$ cat src/design/mxp_pkg.sv
// Shared types, register indexes and float compare for the max pooling block.
`default_nettype none
package mxp_pkg;

    localparam int DEF_MAX_OUT_WIDTH = 256;
    localparam int DEF_MAX_CHANNELS  = 64;
    localparam int DEF_MAX_POOL      = 8;
    localparam int DEF_MAX_IN_DIM    = 512;

    localparam int CFG_IDX_W  = 3;
    localparam int CFG_DATA_W = 10;
    localparam int SAMPLE_W   = 32;
    localparam int IH_W = 10;
    localparam int IW_W = 10;
    localparam int CH_W = 7;
    localparam int OH_W = 10;
    localparam int OW_W = 9;
    localparam int PR_W = 4;
    localparam int PC_W = 4;

    typedef enum logic [CFG_IDX_W-1:0] {
        REG_IN_HEIGHT  = 3'd0,
        REG_IN_WIDTH   = 3'd1,
        REG_CHANNELS   = 3'd2,
        REG_OUT_HEIGHT = 3'd3,
        REG_OUT_WIDTH  = 3'd4,
        REG_POOL_ROWS  = 3'd5,
        REG_POOL_COLS  = 3'd6
    } t_reg_idx;

    // Per-word flags handed from the position counters to the buffer stage
    typedef struct packed {
        logic act;    // word lands inside an emitted window
        logic first;  // first word of its window
        logic last;   // last word of its window
        logic fend;   // last output word of the map
    } t_req;

    // IEEE a > b: NaN never compares greater, -0 equals +0
    function automatic logic fp_gt(input logic [31:0] a, input logic [31:0] b);
        logic a_nan, b_nan, a_zero, b_zero;
        logic res;
        a_nan  = (a[30:23] == 8'hFF) && (a[22:0] != 23'd0);
        b_nan  = (b[30:23] == 8'hFF) && (b[22:0] != 23'd0);
        a_zero = (a[30:0] == 31'd0);
        b_zero = (b[30:0] == 31'd0);
        if (a_nan || b_nan || (a_zero && b_zero)) begin
            res = 1'b0;
        end else if (a[31] != b[31]) begin
            res = !a[31];
        end else if (!a[31]) begin
            res = a[30:0] > b[30:0];
        end else begin
            res = a[30:0] < b[30:0];
        end
        return res;
    endfunction

endpackage
`default_nettype wire

$ cat src/design/mxp_ctrl.sv
// Configuration registers and input position counters for the max pooling block.
`default_nettype none
module mxp_ctrl #(
    parameter int MAX_OUT_WIDTH = mxp_pkg::DEF_MAX_OUT_WIDTH,
    parameter int MAX_CHANNELS  = mxp_pkg::DEF_MAX_CHANNELS,
    parameter int MAX_POOL      = mxp_pkg::DEF_MAX_POOL,
    parameter int MAX_IN_DIM    = mxp_pkg::DEF_MAX_IN_DIM,
    parameter int AW            = 14
) (
    input  wire logic                            i_clk,
    input  wire logic                            i_rst_n,
    input  wire logic                            i_cfg_we,
    input  wire logic [mxp_pkg::CFG_IDX_W-1:0]   i_cfg_idx,
    input  wire logic [mxp_pkg::CFG_DATA_W-1:0]  i_cfg_data,
    input  wire logic                            i_accept,
    output mxp_pkg::t_req                        o_req,
    output logic [AW-1:0]                        o_idx
);
    import mxp_pkg::*;

    localparam int RW  = $clog2(MAX_IN_DIM + 1);
    localparam int CHW = $clog2(MAX_CHANNELS + 1);
    localparam int PW  = $clog2(MAX_POOL + 1);
    localparam int WCW = $clog2(MAX_OUT_WIDTH + 1);
    localparam int PRW = IH_W + PR_W;

    logic [IH_W-1:0] r_ih;
    logic [IW_W-1:0] r_iw;
    logic [CH_W-1:0] r_ch;
    logic [OH_W-1:0] r_oh;
    logic [OW_W-1:0] r_ow;
    logic [PR_W-1:0] r_pr;
    logic [PC_W-1:0] r_pc;

    // config writes
    always_ff @(posedge i_clk) begin
        if (!i_rst_n) begin
            r_ih <= IH_W'(2);
            r_iw <= IW_W'(2);
            r_ch <= CH_W'(1);
            r_oh <= OH_W'(1);
            r_ow <= OW_W'(1);
            r_pr <= PR_W'(2);
            r_pc <= PC_W'(2);
        end else if (i_cfg_we) begin
            case (t_reg_idx'(i_cfg_idx))
                REG_IN_HEIGHT:  r_ih <= i_cfg_data[IH_W-1:0];
                REG_IN_WIDTH:   r_iw <= i_cfg_data[IW_W-1:0];
                REG_CHANNELS:   r_ch <= i_cfg_data[CH_W-1:0];
                REG_OUT_HEIGHT: r_oh <= i_cfg_data[OH_W-1:0];
                REG_OUT_WIDTH:  r_ow <= i_cfg_data[OW_W-1:0];
                REG_POOL_ROWS:  r_pr <= i_cfg_data[PR_W-1:0];
                REG_POOL_COLS:  r_pc <= i_cfg_data[PC_W-1:0];
                default: ;
            endcase
        end
    end

    // clamp each register to its legal range
    logic [IH_W-1:0] ih;
    logic [IW_W-1:0] iw;
    logic [CH_W-1:0] ch;
    logic [OH_W-1:0] oh;
    logic [OW_W-1:0] ow;
    logic [PR_W-1:0] pr;
    logic [PC_W-1:0] pc;

    always_comb begin
        ih = (r_ih == '0) ? IH_W'(1) : ((32'(r_ih) > MAX_IN_DIM) ? IH_W'(MAX_IN_DIM) : r_ih);
        iw = (r_iw == '0) ? IW_W'(1) : ((32'(r_iw) > MAX_IN_DIM) ? IW_W'(MAX_IN_DIM) : r_iw);
        ch = (r_ch == '0) ? CH_W'(1) :
             ((32'(r_ch) > MAX_CHANNELS) ? CH_W'(MAX_CHANNELS) : r_ch);
        oh = (r_oh == '0) ? OH_W'(1) : ((32'(r_oh) > MAX_IN_DIM) ? OH_W'(MAX_IN_DIM) : r_oh);
        ow = (r_ow == '0) ? OW_W'(1) :
             ((32'(r_ow) > MAX_OUT_WIDTH) ? OW_W'(MAX_OUT_WIDTH) : r_ow);
        pr = (r_pr == '0) ? PR_W'(1) : ((32'(r_pr) > MAX_POOL) ? PR_W'(MAX_POOL) : r_pr);
        pc = (r_pc == '0) ? PC_W'(1) : ((32'(r_pc) > MAX_POOL) ? PC_W'(MAX_POOL) : r_pc);
    end

    logic [RW-1:0]  r_row, n_row;
    logic [RW-1:0]  r_col, n_col;
    logic [CHW-1:0] r_chan, n_chan;
    logic [PW-1:0]  r_riw, n_riw;
    logic [PW-1:0]  r_ciw, n_ciw;
    logic [WCW-1:0] r_wcol, n_wcol;

    logic [PRW-1:0] rows_used;
    logic [PRW-1:0] cols_used;

    // classify the current position
    always_comb begin
        rows_used   = PRW'(oh) * PRW'(pr);
        cols_used   = PRW'(ow) * PRW'(pc);
        o_req.act   = (PRW'(r_row) < rows_used) && (PRW'(r_col) < cols_used) &&
                      (32'(r_wcol) < 32'(ow));
        o_req.first = (r_riw == '0) && (r_ciw == '0);
        o_req.last  = (32'(r_riw) == 32'(pr) - 1) && (32'(r_ciw) == 32'(pc) - 1);
        o_req.fend  = (PRW'(r_row) == rows_used - PRW'(1)) &&
                      (32'(r_wcol) == 32'(ow) - 1) && (32'(r_chan) == 32'(ch) - 1);
        o_idx       = AW'(32'(r_wcol) * MAX_CHANNELS + 32'(r_chan));
    end

    // advance the position on each accepted word
    always_comb begin
        n_row  = r_row;
        n_col  = r_col;
        n_chan = r_chan + CHW'(1);
        n_riw  = r_riw;
        n_ciw  = r_ciw;
        n_wcol = r_wcol;
        if (32'(n_chan) >= 32'(ch)) begin
            n_chan = '0;
            n_ciw  = r_ciw + PW'(1);
            if (32'(n_ciw) >= 32'(pc)) begin
                n_ciw  = '0;
                // never passes the column count, so it fits its width
                n_wcol = r_wcol + WCW'(1);
            end
            n_col = r_col + RW'(1);
            if (32'(n_col) >= 32'(iw)) begin
                n_col  = '0;
                n_ciw  = '0;
                n_wcol = '0;
                n_riw  = r_riw + PW'(1);
                if (32'(n_riw) >= 32'(pr)) begin
                    n_riw = '0;
                end
                n_row = r_row + RW'(1);
                if (32'(n_row) >= 32'(ih)) begin
                    n_row = '0;
                    n_riw = '0;
                end
            end
        end
    end

    always_ff @(posedge i_clk) begin
        if (!i_rst_n) begin
            r_row  <= '0;
            r_col  <= '0;
            r_chan <= '0;
            r_riw  <= '0;
            r_ciw  <= '0;
            r_wcol <= '0;
        end else if (i_accept) begin
            r_row  <= n_row;
            r_col  <= n_col;
            r_chan <= n_chan;
            r_riw  <= n_riw;
            r_ciw  <= n_ciw;
            r_wcol <= n_wcol;
        end
    end

endmodule
`default_nettype wire

$ cat config.mk
export PLATFORM = sky130hd
export DESIGN_NAME = mxp_ctrl
export DESIGN_NICKNAME = d
export VERILOG_FILES = /design/src/design/mxp_pkg.sv /design/src/design/mxp_ctrl.sv
export SDC_FILE = /design/constraint.sdc
export NUM_CORES = 1
export LEC_CHECK = 0
export BUFFER_PORTS_ARGS = -buffer_cell sky130_fd_sc_hd__buf_2
export CAP_MARGIN = 20
export CORE_UTILIZATION = 40
export CTS_CLUSTER_DIAMETER = 120
export DETAILED_ROUTE_END_ITERATION = 8
export HOLD_SLACK_MARGIN = 0.03
export PLACE_DENSITY = 0.65
export SYNTH_ARGS = -nofsm -noshare
export SYNTH_HDL_FRONTEND = slang
export SYNTH_SLANG_ARGS = --single-unit
$ cat constraint.sdc
create_clock -name i_clk -period 6.1 [get_ports i_clk]
set_input_delay 1.525 -clock i_clk [delete_from_list [all_inputs] [get_ports i_clk]]
set_output_delay 1.525 -clock i_clk [all_outputs]
set_load 0.01 [all_outputs]
# Word-level counts from Yosys, hierarchy flattened
# Index checks and enable logic that the tools add are counted.
[word_totals]
input_bits = 17
elab_cells = 103
reg_bits = 98
[op_classes]
n_mul = 2
order_cmp = 15
reduce_logical = 27
n_addsub = 12
n_eq_ne = 11
muxes = 23
[ops]
columns = ["operator", "n"]
rows = [
  ["two-way mux 10 bit", 8],
  ["== test 4 x 32 -> 1 bit", 2],
  ["two-way mux 9 bit", 4],
  ["== test 7 x 32 -> 1 bit", 1],
  ["== test 9 x 32 -> 1 bit", 1],
  ["two-way mux 4 bit", 8],
  ["greater-than comparator 10 bit, second input constant", 3],
  ["logical NOT 10 bit", 3],
  ["two-way mux 7 bit", 3],
  ["adder 10 x 1 -> 10 bit, second input constant", 2],
  ["greater-or-equal comparator 10 bit", 2],
  ["logical NOT 4 bit", 4],
  ["AND reduction 2 bit", 8],
  ["adder 14 x 7 -> 14 bit", 1],
  ["== test 10 x 14 -> 1 bit", 1],
  ["< comparator 10 x 14 -> 1 bit", 1],
  ["multiplier 10 x 4 -> 14 bit", 1],
  ["subtractor 14 x 1 -> 14 bit, second input constant", 1],
  ["< comparator 10 x 13 -> 1 bit", 1],
  ["multiplier 9 x 4 -> 13 bit", 1],
  ["subtractor 4 x 1 -> 5 bit, second input constant", 2],
  ["subtractor 9 x 1 -> 10 bit, second input constant", 1],
  ["adder 9 x 1 -> 9 bit, second input constant", 1],
  ["== test 3 bit, second input constant", 3],
  ["other kinds (17)", 27],
]

# Depth between registers and ports, before layout
[logic_depth]
ltp_word = 8
depth_mapped = 23

# Worst setup path before layout
# No wires, ideal clock.
[synth_timing]
path_type = "reg-to-output"
from = "reg r_ow[3]"
to = "out o_req[3] in the netlist's numbering"
arrival_ns = 4.945
n_path_buf = 1
stages_incl_launch_ff = 22
slack_ns = -0.370
path_cell_list = "dfxtp_1 > buf_6 > or4_4 > nor4_1 > o21a_1 > nand2_1 > fa_1 > fa_1 > inv_1 > ha_1 > a21o_1 > a21oi_1 > nand2b_1 > a21boi_0 > o41ai_1 > xor2_1 > ha_1 > o22ai_1 > a311oi_1 > o21ai_0 > nor4_1 > a311oi_1"
[synth_rtl]
columns = ["element", "line", "text"]
rows = [
  ["from (decl)", "mxp_ctrl.sv:31", "logic [OW_W-1:0] r_ow;"],
  ["from (signal assigned)", "mxp_ctrl.sv:51", "REG_OUT_WIDTH: r_ow <= i_cfg_data[OW_W-1:0];"],
  ["to (decl)", "mxp_ctrl.sv:16", "output mxp_pkg::t_req o_req,"],
]

==> flow_metrics.env <==
export IMPL_final_cells=1636
export IMPL_yosysSeqAreaShare_pct=20.8
export IMPL_numCtsBuffers=9
export IMPL_hpwl_um=20000
export IMPL_yosys_warnings=0
export IMPL_peakVddDrop_uv=176
export IMPL_gp_congestion=0.864
export IMPL_ys_types=74
export IMPL_wire_per_inst_um=15.7
export IMPL_vias=8861
export IMPL_nFillCells=2239
export IMPL_hold_path_class="reg -> reg"
export IMPL_die_x_um=156
export IMPL_synth_top_area_share_pct=20.8
export IMPL_placed_area_um2=10400
export IMPL_die_area_um2=24200
export IMPL_start_kind="register"
export IMPL_slew_violations=0
export IMPL_core_area_um2=22900
export IMPL_cp_arrival_ps=5300
export IMPL_maxCapViolations=0
export IMPL_detail_route_antenna_nets=0
export IMPL_period_needed_ps=6820
export IMPL_die_h_um=156
export IMPL_violations="negative setup slack"
export IMPL_htreeDepth=3
export IMPL_clock_sinks=98
export IMPL_synth_edf_count=0
export IMPL_final_util_pct=48.2
export IMPL_nets=1478
export IMPL_required_ps=4580
export IMPL_synth_area_leaders="dfxtp_1 21%, ha_1 15%, nand2_1 6.9%"
export IMPL_antenna_found_initial=0
export IMPL_syn_area_per_cell_um2=7.69
export IMPL_synth_largest_area_cell="dfxtp_1"
export IMPL_clock_latency_ps=360
export IMPL_critPathMaxFanout=2
export IMPL_ys_seq_elements=98
export IMPL_max_freq_mhz=147
export IMPL_startpoint="r_ow[6]"
export IMPL_status="complete, but fails checks"
export IMPL_fin_hold_ws_ps=458
export IMPL_tritoncts="yes"
export IMPL_route_detailed_drc=0
export IMPL_p_leak_nw=5.08
export IMPL_setup_viol=2
export IMPL_powerDensity_nw_per_um2=156
export IMPL_insertedDiodeCount=0
export IMPL_drt_iter0_markers=629
export IMPL_max_slew_margin_pct=48.3
export IMPL_clockBufferDepth=2
export IMPL_grt_setup_unrepaired="yes"
export IMPL_wl_um=25700
export IMPL_rows=55
export IMPL_drt_pass1_iterations=5
export IMPL_fin_ws_ps=-722
export IMPL_synth_flop_cell="dfxtp_1"
export IMPL_grt_pass1_vias=8106
export IMPL_dp_worst_setup_slack_ps=-519
export IMPL_grt_max_degree=72
export IMPL_syn_inst=1229
export IMPL_pin_count=35
export IMPL_async_reset_ff_share_pct=0
export IMPL_syn_to_final_growth_pct=16.7
export IMPL_drive_gt1_share_pct=14.7
export IMPL_worstMarginPinSlew_ps=775
export IMPL_grt_overflow=0
export IMPL_tns_ps=-1160
export IMPL_final_area_um2=11000
export IMPL_synthesis_area_um2=9450
export IMPL_clkSlewWorstSetupHoldPaths_ps=70
export IMPL_io_buffer_count=34
export IMPL_critical_path_class="reg -> out"
export IMPL_syn_nets=1389
export IMPL_cts_root_buf="clkbuf_16"
export IMPL_cp_end_kind="output pin"
export IMPL_dp_cells=1607
export IMPL_holdBufCountCts=0
export IMPL_finalPower_mw=1.72
export IMPL_via_per_inst=5.42
export IMPL_fin_crit_sh_pct=112
export IMPL_regToRegStartpoint="r_col[0]"
export IMPL_min_delay_start="r_ih[0]"
export IMPL_clock_skew_ps=11.5
export IMPL_hold_viol=0
export IMPL_grt_total_usage_pct=21.8
export IMPL_start_util_pct=41.2
export IMPL_grt_pass1_wl_um=42000
-- sequential cells by signal, summed over array words and instances (netlist names) --
register and cells:
r_ch 7, r_chan 7, r_ciw 4, r_col 10, r_ih 10, r_iw 10, r_oh 10, r_ow 9
r_pc 4, r_pr 4, r_riw 4, r_row 10, r_wcol 9
-- report_power, final --
group	total, mW	internal, mW	leakage, nW	switching [mW]
sequential	0.683	0.658	0.793	0.0253
clock	0.596	0.332	0.150	0.264
combinational	0.440	0.170	4.14	0.271
-- area by class of cell --
class	count	area (um^2)	share of cell area [%]
Sequential cell	98	1960	17.8
Inverter	102	385	3.49
Clock buffer	11	243	2.20
Clock inverter	5	61.3	0.556
Multi-Input combinational cell	980	7120	64.5
Timing Repair Buffer	127	872	7.90
Tap cell	313	392	3.55
-- Yosys cell counts, drive strengths merged (17+ instances only) --
cell	number
mux2i	21
inv	97
nand2	173
a21oi	101
dfxtp	98
ha	113
xnor2	37
clkbuf	39
a21o	17
nand2b	21
and3	31
nor2	102
nand3	55
xor2	37
o21ai	42
fa	30
-- worst paths after layout --
| path | to | slack [ps] | cells after the start |
|---|---|---|---|
| worst max-delay path | o_req[3] | -720 | 21 |
| worst max register to register | r_col[9] | 1880 | 12 |
| worst min-delay path | r_ih[0] | 460 | 2 |
| worst min register to register | r_ih[0] | 460 | 2 |
-- per-layer routing --
metal | part of all wire, % | wire length [um] | global-route usage [%] | vias up
met5 | 0 | 0 | 0 | -
met4 | 1.4 | 363 | 5.14 | 0
met3 | 5.6 | 1440 | 3.06 | 30
met2 | 44 | 11200 | 34.1 | 230
met1 | 49 | 12700 | 31.4 | 4146
li1 | - | - | - | 4455
-- cells by family (layout without fill, tap and decap cells) --
kind of cell	Yosys count	in the layout	share of synthesized area (%)
AND/OR/NAND/NOR	488	488	24.8
AO/OA/AOI/OAI	251	251	17.2
buffers and inverters	151	245	6.33
adder cells (fa/ha/maj)	143	143	21.3
flip-flops	98	98	20.8
XOR/XNOR	76	76	7.33
multiplexers	22	22	2.34
-- worst max-delay path: stages, from the launching register on --
cell and delay [ps]:
dfxtp_2 320, or4_4 540, nor4_4 210, o21a_1 200, nand2_1 80, fa_1 460
fa_1 540, inv_2 50, ha_4 250, a21o_1 110, a21oi_2 60, nand2b_4 140
a21boi_4 200, nor2_1 90, xor2_1 170, ha_1 320, a21o_1 190, a2111oi_4 370
nor4_2 70, buf_4 160, a311oi_2 230, buf_2 170
-- cells in the final DEF, fill, tap and decap left out, drive strengths merged, types with 11 or more instances in the layout --
master / instances
a21oi: 101
clkbuf: 11
ha: 113
and3: 31
fa: 30
inv: 98
nand2b: 21
nor3: 15
xor2: 37
nand3: 55
nand4: 14
buf: 127
o21ai: 42
xnor2: 37
nand2: 173
nor4: 15
mux2i: 21
dfxtp: 98
a21o: 17
nor2b: 15
or3: 11
nor2: 102
-- repair_timing --
action,in CTS,in global routing
buffers inserted,12,1
setup endpoints to repair,2,2
pin swaps,21,19
resized for setup,18,20
No activity file was read; power rests on OpenSTA's default activity.
